==> src/hw/rtl/assert_macros.svh <==
// assertion macros shared by the rtl modules of the palette index remap block
// expects a clock named clk and an active-low reset named rst_n in the using module
`ifndef ASSERT_MACROS_SVH
`define ASSERT_MACROS_SVH

// property checked on every rising edge, off while reset is held
`define ASSERT_CLK(label, prop, msg) \
  label: assert property (@(posedge clk) disable iff (!rst_n) (prop)) else $error(msg);

// implication checked on the next edge
`define ASSERT_NEXT(label, cond, prop, msg) \
  label: assert property (@(posedge clk) disable iff (!rst_n) (cond) |=> (prop)) else $error(msg);

`endif

==> src/hw/rtl/bmpr_pkg.sv <==
// shared types and codes for the bitmap palette index remap block
// no dependencies
package bmpr_pkg;

  localparam int TABLE_WIDTH = 8;
  localparam int TABLE_DEPTH = 256;

  localparam logic [7:0] NIBBLE_MASK = 8'h0F;

  // request kinds
  localparam logic [1:0] KIND_WRITE   = 2'd0;
  localparam logic [1:0] KIND_PIXEL   = 2'd1;
  localparam logic [1:0] KIND_RESTART = 2'd2;

  // pixel formats
  localparam logic [1:0] FMT_RAW8 = 2'd0;
  localparam logic [1:0] FMT_RAW4 = 2'd1;
  localparam logic [1:0] FMT_RLE8 = 2'd2;

  // rle8 parser phases
  localparam logic [2:0] PH_COUNT  = 3'd0;
  localparam logic [2:0] PH_RUNVAL = 3'd1;
  localparam logic [2:0] PH_ESCAPE = 3'd2;
  localparam logic [2:0] PH_DX     = 3'd3;
  localparam logic [2:0] PH_DY     = 3'd4;
  localparam logic [2:0] PH_ABS    = 3'd5;
  localparam logic [2:0] PH_PAD    = 3'd6;

  // rle8 escape codes
  localparam logic [7:0] ESC_EOL   = 8'd0;
  localparam logic [7:0] ESC_EOB   = 8'd1;
  localparam logic [7:0] ESC_DELTA = 8'd2;

  typedef struct packed {
    logic xlat;        // current byte is a pixel value
    logic done_after;  // end-of-bitmap flag after this byte
  } parse_t;

endpackage

==> src/hw/rtl/bmpr_ram.sv <==
// generic single-write, single-read ram with registered read data
// depends on bmpr_pkg for default sizes
module bmpr_ram
  import bmpr_pkg::*;
#(
  parameter int WIDTH = TABLE_WIDTH,
  parameter int DEPTH = TABLE_DEPTH,
  localparam int AW = (DEPTH > 1) ? $clog2(DEPTH) : 1
) (
  input  logic             clk,
  input  logic             we,
  input  logic [AW-1:0]    waddr,
  input  logic [WIDTH-1:0] wdata,
  input  logic             re,
  input  logic [AW-1:0]    raddr,
  output logic [WIDTH-1:0] rdata
);

  logic [WIDTH-1:0] mem [DEPTH];
  logic [WIDTH-1:0] rdata_r;

  always_ff @(posedge clk) begin
    if (we) begin
      mem[waddr] <= wdata;
    end
    if (re) begin
      rdata_r <= mem[raddr];
    end
  end

  assign rdata = rdata_r;

endmodule

==> src/hw/rtl/bmpr_parse.sv <==
// rle8 stream parser: tracks phase, run length, pad and end-of-bitmap
// depends on bmpr_pkg and assert_macros.svh
`include "assert_macros.svh"

module bmpr_parse
  import bmpr_pkg::*;
(
  input  logic       clk,
  input  logic       rst_n,
  input  logic       step,       // rle8 pixel byte accepted this cycle
  input  logic       restart,
  input  logic [7:0] data_byte,
  output parse_t     parse
);

  logic [2:0] phase_r, phase_nxt;
  logic [7:0] run_r, run_nxt;
  logic       pad_r, pad_nxt;
  logic       done_r, done_nxt;
  logic [7:0] run_dec;
  logic       xlat;

  assign run_dec = run_r - 8'd1;

  always_comb begin
    phase_nxt = phase_r;
    run_nxt   = run_r;
    pad_nxt   = pad_r;
    done_nxt  = done_r;
    xlat      = 1'b0;
    if (!done_r) begin
      unique case (phase_r)
        PH_COUNT: begin
          if (data_byte == 8'd0) begin
            phase_nxt = PH_ESCAPE;
          end else begin
            run_nxt   = data_byte;
            phase_nxt = PH_RUNVAL;
          end
        end
        PH_RUNVAL: begin
          xlat      = 1'b1;
          phase_nxt = PH_COUNT;
        end
        PH_ESCAPE: begin
          case (data_byte)
            ESC_EOL: phase_nxt = PH_COUNT;
            ESC_EOB: begin
              done_nxt  = 1'b1;
              phase_nxt = PH_COUNT;
            end
            ESC_DELTA: phase_nxt = PH_DX;
            default: begin
              // absolute run, odd length is followed by a pad byte
              run_nxt   = data_byte;
              pad_nxt   = data_byte[0];
              phase_nxt = PH_ABS;
            end
          endcase
        end
        PH_DX: phase_nxt = PH_DY;
        PH_DY: phase_nxt = PH_COUNT;
        PH_ABS: begin
          xlat    = 1'b1;
          run_nxt = run_dec;
          if (run_dec == 8'd0) begin
            phase_nxt = pad_r ? PH_PAD : PH_COUNT;
          end
        end
        PH_PAD: begin
          pad_nxt   = 1'b0;
          phase_nxt = PH_COUNT;
        end
        default: phase_nxt = PH_COUNT;
      endcase
    end
  end

  always_ff @(posedge clk) begin
    if (!rst_n || restart) begin
      phase_r <= PH_COUNT;
      run_r   <= 8'd0;
      pad_r   <= 1'b0;
      done_r  <= 1'b0;
    end else if (step) begin
      phase_r <= phase_nxt;
      run_r   <= run_nxt;
      pad_r   <= pad_nxt;
      done_r  <= done_nxt;
    end
  end

  assign parse.xlat       = xlat;
  assign parse.done_after = step ? done_nxt : done_r;

  `ASSERT_NEXT(a_done_sticky, done_r && !restart, done_r, "end-of-bitmap cleared without restart")
  `ASSERT_CLK(a_abs_run_live, (phase_r != PH_ABS) || (run_r != 8'd0), "absolute run with zero count")

endmodule

==> src/hw/rtl/bitmap_palette_index_remap.sv <==
// top level of the bitmap palette index remap block
// depends on bmpr_pkg, bmpr_ram, bmpr_parse and assert_macros.svh
//
// Takes one request per clock, unless the input stalls, and returns one
// result per pixel byte. The result of a byte passes through the registered
// read of the translation table ram, then through the output register.
// Table writes and restarts give no result; a table entry written by one
// request is seen by the very next pixel byte. The table is held twice, in
// two 256x8 rams written together, so that 4-bit mode reads both nibbles
// of a byte in the same cycle. Input stalls only when the ram stage holds a
// result and the output register holds one that out_stall holds back.
`include "assert_macros.svh"

module bitmap_palette_index_remap
  import bmpr_pkg::*;
(
  input  logic       clk,
  input  logic       rst_n,
  input  logic       cfg_wr_en,
  input  logic [1:0] cfg_wr_data,
  input  logic       in_valid,
  output logic       in_stall,
  input  logic [1:0] in_kind,
  input  logic [7:0] in_table_index,
  input  logic [7:0] in_table_value,
  input  logic [7:0] in_data_byte,
  output logic       out_valid,
  input  logic       out_stall,
  output logic [7:0] out_byte,
  output logic       out_end_seen
);

  localparam logic [1:0] MODE_PASS = 2'd0;
  localparam logic [1:0] MODE_X8   = 2'd1;
  localparam logic [1:0] MODE_X4   = 2'd2;

  logic [1:0] fmt_r;
  logic       in_acc, pix_acc, wr_acc, rst_acc;
  logic       out_ready;
  parse_t     parse;
  logic [1:0] mode;
  logic [7:0] addr_lo, addr_hi;
  logic [7:0] rd_lo, rd_hi;

  logic       s1_valid_r, s1_valid_nxt;
  logic [1:0] s1_mode_r;
  logic [7:0] s1_byte_r;
  logic       s1_end_r;
  logic [7:0] s1_result;

  logic       out_valid_r, out_valid_nxt;
  logic [7:0] out_byte_r;
  logic       out_end_r;

  always_ff @(posedge clk) begin
    if (!rst_n) begin
      fmt_r <= FMT_RAW8;
    end else if (cfg_wr_en) begin
      fmt_r <= cfg_wr_data;
    end
  end

  assign out_ready = !out_valid_r || !out_stall;
  assign in_stall  = s1_valid_r && !out_ready;
  assign in_acc    = in_valid && !in_stall;
  assign pix_acc   = in_acc && (in_kind == KIND_PIXEL);
  assign wr_acc    = in_acc && (in_kind == KIND_WRITE);
  assign rst_acc   = in_acc && (in_kind == KIND_RESTART);

  bmpr_parse u_parse (
    .clk       (clk),
    .rst_n     (rst_n),
    .step      (pix_acc && (fmt_r == FMT_RLE8)),
    .restart   (rst_acc),
    .data_byte (in_data_byte),
    .parse     (parse)
  );

  always_comb begin
    unique case (fmt_r)
      FMT_RAW8: mode = MODE_X8;
      FMT_RAW4: mode = MODE_X4;
      FMT_RLE8: mode = parse.xlat ? MODE_X8 : MODE_PASS;
      default:  mode = MODE_PASS;
    endcase
  end

  assign addr_lo = (fmt_r == FMT_RAW4) ? (in_data_byte & NIBBLE_MASK) : in_data_byte;
  assign addr_hi = {4'd0, in_data_byte[7:4]};

  bmpr_ram #(.WIDTH(TABLE_WIDTH), .DEPTH(TABLE_DEPTH)) u_ram_lo (
    .clk   (clk),
    .we    (wr_acc),
    .waddr (in_table_index),
    .wdata (in_table_value),
    .re    (pix_acc),
    .raddr (addr_lo),
    .rdata (rd_lo)
  );

  bmpr_ram #(.WIDTH(TABLE_WIDTH), .DEPTH(TABLE_DEPTH)) u_ram_hi (
    .clk   (clk),
    .we    (wr_acc),
    .waddr (in_table_index),
    .wdata (in_table_value),
    .re    (pix_acc),
    .raddr (addr_hi),
    .rdata (rd_hi)
  );

  // ram stage
  assign s1_valid_nxt = pix_acc ? 1'b1 : (s1_valid_r && !out_ready);

  always_ff @(posedge clk) begin
    if (!rst_n) begin
      s1_valid_r <= 1'b0;
    end else begin
      s1_valid_r <= s1_valid_nxt;
    end
  end

  always_ff @(posedge clk) begin
    if (pix_acc) begin
      s1_mode_r <= mode;
      s1_byte_r <= in_data_byte;
      s1_end_r  <= parse.done_after;
    end
  end

  always_comb begin
    case (s1_mode_r)
      MODE_X8: s1_result = rd_lo;
      MODE_X4: s1_result = rd_lo | {rd_hi[3:0], 4'd0};
      default: s1_result = s1_byte_r;
    endcase
  end

  // output register
  assign out_valid_nxt = out_ready ? s1_valid_r : out_valid_r;

  always_ff @(posedge clk) begin
    if (!rst_n) begin
      out_valid_r <= 1'b0;
    end else begin
      out_valid_r <= out_valid_nxt;
    end
  end

  always_ff @(posedge clk) begin
    if (out_ready && s1_valid_r) begin
      out_byte_r <= s1_result;
      out_end_r  <= s1_end_r;
    end
  end

  assign out_valid    = out_valid_r;
  assign out_byte     = out_byte_r;
  assign out_end_seen = out_end_r;

  `ASSERT_NEXT(a_ram_hold, s1_valid_r && !out_ready, s1_valid_r && $stable(rd_lo) && $stable(rd_hi), "table read data lost while ram stage stalled")
  `ASSERT_CLK(a_no_pix_when_full, !(pix_acc && s1_valid_r && !out_ready), "pixel accepted into a held ram stage")

endmodule

==> config.mk <==
export PLATFORM = sky130hd
export DESIGN_NAME = bitmap_palette_index_remap
export DESIGN_NICKNAME = d
export VERILOG_FILES = /design/src/hw/rtl/bmpr_pkg.sv /design/src/hw/rtl/bmpr_ram.sv /design/src/hw/rtl/bmpr_parse.sv /design/src/hw/rtl/bitmap_palette_index_remap.sv
export VERILOG_INCLUDE_DIRS = /design/src /design/src/hw/rtl
export SDC_FILE = /design/constraint.sdc
export NUM_CORES = 2
export LEC_CHECK = 0
export BUFFER_PORTS_ARGS = -buffer_cell sky130_fd_sc_hd__buf_2
export CORE_UTILIZATION = 63
export DETAILED_ROUTE_END_ITERATION = 16
export PLACE_DENSITY = 0.81
export SYNTH_ARGS = -nofsm -noshare
export SYNTH_HDL_FRONTEND = slang
export SYNTH_SLANG_ARGS = --single-unit
==> constraint.sdc <==
create_clock -name clk -period 3.5 [get_ports clk]
set_input_delay 0.35 -clock clk [delete_from_list [all_inputs] [get_ports clk]]
set_output_delay 0.35 -clock clk [all_outputs]
set_load 0.03 [all_outputs]
After elaboration in Yosys (flattened, before gate mapping)
Memories as Yosys holds them, arrays and structs flattened. A register that Yosys moved wholly into a read port is not among the register bits.
Index checks and enable logic that the tools add are counted.
W data, S select, Z words.
{"block": "op_classes", "add_sub_neg": 1, "n_eq_ne": 16, "mux": 23, "bitwise_logic": 2, "n_reduce_logical": 27}
{"operator": "$mux W8", "count": 3}
{"operator": "$pmux W8 S3", "count": 1}
{"operator": "$logic_not A8 Y1", "count": 2}
{"operator": "$pmux W8 S2", "count": 1}
{"operator": "$pmux W3 S4", "count": 1}
{"operator": "$mux W1", "count": 11}
{"operator": "$eq A8 B1 Y1 const B", "count": 1}
{"operator": "$eq A8 B2 Y1 const B", "count": 1}
{"operator": "$or A8 B8 Y8", "count": 1}
{"operator": "$sub A8 B1 Y8 const B", "count": 1}
{"operator": "$logic_and A1 B1 Y1", "count": 7}
{"operator": "$eq A2 B1 Y1 const B", "count": 3}
{"operator": "$eq A2 B2 Y1 const B", "count": 3}
{"operator": "$eq A3 B2 Y1 const B", "count": 2}
{"operator": "$eq A3 B3 Y1 const B", "count": 2}
{"operator": "$mux W3", "count": 2}
{"operator": "$pmux W2 S3", "count": 1}
{"operator": "$pmux W3 S2", "count": 1}
{"operator": "$logic_not A1 Y1", "count": 5}
{"operator": "$reduce_and A5 Y1", "count": 1}
{"operator": "$logic_not A2 Y1", "count": 2}
{"operator": "$ne A2 B2 Y1 const B", "count": 2}
{"operator": "$reduce_and A4 Y1", "count": 1}
{"operator": "$reduce_or A2 Y1", "count": 2}
{"operator": "other kinds (11)", "count": 12}
{"block": "word_totals", "regBits": 37, "ram_bits": 4096, "wordCells": 83, "n_memories": 2}
{"name": "u_ram_hi.mem", "depth": 256, "word_bits": 8, "rd": 1, "rd_ports_with_merged_regs": 1, "write_ports": 1, "line": "bmpr_ram.sv:19", "rtl": "logic [WIDTH-1:0] mem [DEPTH];"}
{"name": "u_ram_lo.mem", "depth": 256, "word_bits": 8, "rd": 1, "rd_ports_with_merged_regs": 1, "write_ports": 1, "line": "bmpr_ram.sv:19"}

Depth between registers and ports, before layout
{"block": "depth", "ltp_word": 9, "mapped_depth": 13}

Hierarchy
From an unflattened synthesis, not the netlist that was laid out.
{"block": "unflattened", "hier_cells": 7680, "hier_area_um2": 161322.2}
{"mod": "bmpr_ram", "instances": 2, "cells_each": 3733, "area_per_inst_um2": 79636.4}
{"mod": "bitmap_palette_index_remap", "instances": 1, "cells_each": 82, "area_per_inst_um2": 1034.7}
{"mod": "bmpr_parse", "instances": 1, "cells_each": 132, "area_per_inst_um2": 1014.7}

Least setup slack after synthesis
Ideal clock, no wire load.
{"block": "synth_timing", "path_type": "input to register", "start": "in in_data_byte[0]", "end": "reg u_ram_lo.rdata_r[3] (netlist: u_ram_lo.rdata[3]), read port of u_ram_lo.mem (data pin)", "arrival_ns": 2.470, "required_ns": 3.237, "setup_slack_ns": 0.767, "cell_stages": 10, "n_path_buf": 4, "cell_sequence": "buf_6 -> buf_6 -> buf_6 -> buf_2 -> mux4_2 -> mux4_2 -> a22oi_1 -> nand3_1 -> o22ai_1 -> o31ai_1"}
{"block": "synth_via", "elab_chain_cells": 1}
{"item": "start: declaration", "line": "bitmap_palette_index_remap.sv:26", "rtl": "input logic [7:0] in_data_byte,"}
{"item": "$mux W8", "line": "bitmap_palette_index_remap.sv:88", "rtl": "assign addr_lo = (fmt_r == FMT_RAW4) ? (in_data_byte & NIBBLE_MASK) : in_data_byte;"}
{"item": "end: declaration", "line": "bmpr_ram.sv:20", "rtl": "logic [WIDTH-1:0] rdata_r;"}
Every way passes these cells.
A chain may end at the register's enable or synchronous reset.

Worst setup path in the final report
{"block": "layout_timing", "start": "reg fmt_r[1]", "end": "reg u_ram_lo.rdata_r[7] (netlist: u_ram_lo.rdata[7]), read port of u_ram_lo.mem (data pin)"}
{"block": "layout_via", "elab_chain_cells": 2}
{"item": "start: declaration", "line": "bitmap_palette_index_remap.sv:37", "rtl": "logic [1:0] fmt_r;"}
{"item": "start signal: assignment", "line": "bitmap_palette_index_remap.sv:59", "rtl": "fmt_r <= cfg_wr_data;"}
{"item": "$eq A2 B1 Y1", "line": "bitmap_palette_index_remap.sv:88"}
{"item": "$mux W8", "line": "bitmap_palette_index_remap.sv:88"}
Every way passes these cells.

==> metrics.csv <==
metric,value,unit
gp_congestion,0.940,
first_global_vias,45173,
crit_required,4.19,ns
ys_seq_area_share,76.5,%
max_freq,0.273,GHz
violations,setup timing,
leakage,30.3,nW
power_frac_clock,40.5,%
critPathTopFamily,simple AND/OR/NAND/NOR gates,
wl_per_cell,35.9,um
drive_above_1_share,31.3,%
switchingPower,11.1,mW
regArea,62800,um^2
report.final.setup_viol,1,
clock_skew,0.0255,ns
power.density,547,nW/um^2
start_util,63.5,%
cap_violations,0,
swShare,21.7,%
yosysWarnings,0,
drtIter0Drc,7435,
p_comb_share,5.7,%
synth-async-reset-ratio,0,%
slew_violations,0,
antenna_found_initial,4,
io_buffers,43,
cts.path.max_buffers,3,
area_delta_synth_final,14.5,%
die_h,363,um
die_w,363,um
clock_latency,0.82,ns
die_area,132000,um^2
hold_class,in -> reg,
cpMaxStageDelayCell,a31oi_1,
timing.final.crit_period,3.66,ns
nNetsFinal,4373,
critical_path_class,reg -> reg,
synthFlopType,edfxtp_1,
cts_inserted_buffers,194,
fin_setup_tns,-0.158,ns
drcViolationCount,0,
critPathCaptureType,register,
vias,44828,
fin_ws,-0.158,ns
p_int,40.3,mW
rows,132,
multiInputGateArea,18200,um^2
drt-total-wl,224000,um
io_pins,44,
grt_max_degree,117,
status,finished with violations,
syn_inst,3821,
grt_overflow,0,
final_core_util,72.7,%
dr.pass1.iters,8,
crit_buf_inv,2,
ant_nets,0,
synth_seq_cells,2097,
seq_power_share,53.8,%
fillerInstances,6618,
final_hold_viol_count,0,
synth_edf_count,2080,
startpoint_type,register,
grt_use_total,34.6,%
worstPathArrival,4.35,ns
pre_cts_slack,-0.0645,ns
crit_chain,nand2b_1 > nand2_2 > buf_12 > nor2_1 > buf_4 > a22oi_1 > a31oi_1 > a32o_1,
h-tree-depth,4,
maxSlewHeadroom,30.6,%
root_buffer,clkbuf_16,
grt_pass1_wl,320000,um
avgSynthCellArea,21.5,um^2
rsz0062_at_grt,no,
hpwl,131000,um
max_slew.worst_pin.slew,1.04,ns
clk_pin_slew,0.06,ns
cts.sinks,2097,
cpPeakStageDelay,0.77,ns
core-area,129000,um^2
synth.distinct_cells,63,
cp_max_fo,17,
ir_worst_vdd,0.486,mV
viasPerCell,7.18,
cts_tree,built,
syn-num-nets,3858,
netlist_area,82100,um^2
min_period_over_period,105,%
[layer usage]
metal  global-route usage (%)  share of wire, %  up-vias
li1                         -                 -    17040
met1                     45.2                32    22874
met2                     53.6                47     4108
met3                     9.75                14      800
met4                     18.9               6.4        6
met5                        0             0.016        -
[sequential cells by signal, summed over array words and instances (netlist names)]
name / count
fmt_r: 2
out_byte: 8
out_end_seen: 1
out_valid: 1
s1_byte_r: 8
s1_end_r: 1
s1_mode_r: 2
s1_valid_r: 1
u_parse.done_r: 1
u_parse.pad_r: 1
u_parse.phase_r: 3
u_parse.run_r: 8
u_ram_hi.rdata: 4
u_ram_lo.mem: 2048
u_ram_lo.rdata: 8
[per-stage QoR]
| stage | hold slack, ns | total power [mW] | cell area (um^2) | instances |
|---|---|---|---|---|
| floorplan | 0.400 | 29.6 | 82100 | 3821 |
| global placement | 0.447 | 30.9 | 87700 | 5870 |
| detailed placement | 0.451 | 31.0 | 87700 | 5870 |
| CTS | 0.00812 | 51.4 | 94000 | 6236 |
| global route | 0.0481 | 52.4 | 94000 | 6236 |
| finish | 0.0619 | 51.4 | 94000 | 6242 |
[Yosys cell counts (4+ instances only)]
cell type  instances  area [um^2]
o31ai_1            8         60.1
buf_2             55          275
and3_1             4         25.0
nand4_1           11         68.8
a221oi_1          12          105
nor3_1            15         75.1
clkbuf_1         114          428
nor3b_1            4         30.0
nor2b_1           16          100
buf_4             28          210
nand2_1          115          432
buf_1             17         63.8
nand3_1           40          200
nor2_1           303         1140
a2111oi_0          7         61.3
mux2i_1          106         1060
mux2_2            10          113
buf_6             15          169
o22ai_1           39          244
a21oi_1           35          175
a211o_1            5         43.8
and2_1             9         56.3
o211ai_1           6         45.0
o21ai_0           47          235
dfxtp_1           17          340
a311oi_1           7         61.3
or3b_2             4         35.0
nand3b_1           4         30.0
a211oi_1          13         97.6
nand2b_1           4         25.0
inv_1             10         37.5
a22oi_1           16          120
ha_1               4         50.1
edfxtp_1        2080        62500
o221ai_1          15          131
or2_2              4         25.0
a31oi_1            9         56.3
mux4_2           571        12900
o2111ai_1          5         43.8
[timing repair]
item                                   in CTS  in global routing
endpoints found under the hold margin      15                  0
setup buffers                               0                  0
setup endpoints to repair                   0                  1
resized for setup                           0                  1
hold buffers                               12                  0
[cell usage in the layout, fill, tap and decap left out, types with 35 or more instances in the layout]
cell / n
nor2_1: 302
clkinv_1: 52
a21oi_1: 35
nand2_1: 112
buf_12: 41
o22ai_1: 39
o21ai_0: 47
clkbuf_1: 36
clkbuf_16: 196
mux2i_1: 106
mux4_2: 571
buf_4: 453
edfxtp_1: 2080
[power by group through the flow]
| stage | clock [mW] | combinational [mW] | sequential, mW |
|---|---|---|---|
| finish | 20.8 | 2.94 | 27.6 |
| CTS | 20.9 | 2.85 | 27.6 |
| global placement | 0 | 2.71 | 28.2 |
| floorplan | 0 | 1.43 | 28.2 |
| global route | 21.8 | 2.98 | 27.6 |
| detailed placement | 0 | 2.78 | 28.2 |
[layout make-up]
| class | count | area share, % |
|---|---|---|
| Sequential cell | 2097 | 66.8 |
| Multi-Input combinational cell | 1485 | 19.3 |
| Clock buffer | 232 | 5.36 |
| Timing Repair Buffer | 548 | 4.95 |
| Tap cell | 1742 | 2.32 |
| Clock inverter | 122 | 1.18 |
| Inverter | 10 | 0.0453 |
| Antenna cell | 6 | 0.0160 |
[logic make-up (layout without fill, tap and decap cells)]
family          Yosys count  after routing  synth area share (%)
mux                     687            687                  17.1
xor+xnor                  3              3                0.0320
fa+ha+maj                 4              4                0.0610
flops                  2097           2097                  76.5
compound gates          248            248                  2.06
simple gates            543            543                  2.82
buf+inv                 239            912                  1.44
other cells               0              6                     0
[final timing paths]
check	start	depth (start not counted)	endpoint	slack [ns]
worst max-delay path	fmt_r[1]$_SDFFE_PN0P_	8	u_ram_lo.rdata[7]$_DFFE_PP_	-0.16
worst min-delay path	in_data_byte[0]	2	s1_byte_r[0]$_DFFE_PP_	0.06
worst max register to register	fmt_r[1]$_SDFFE_PN0P_	8	u_ram_lo.rdata[7]$_DFFE_PP_	-0.16
worst min register to register	s1_end_r$_DFFE_PP_	0	out_end_seen$_DFFE_PP_	0.50
Note: power is estimated with default switching activity, not from simulation.
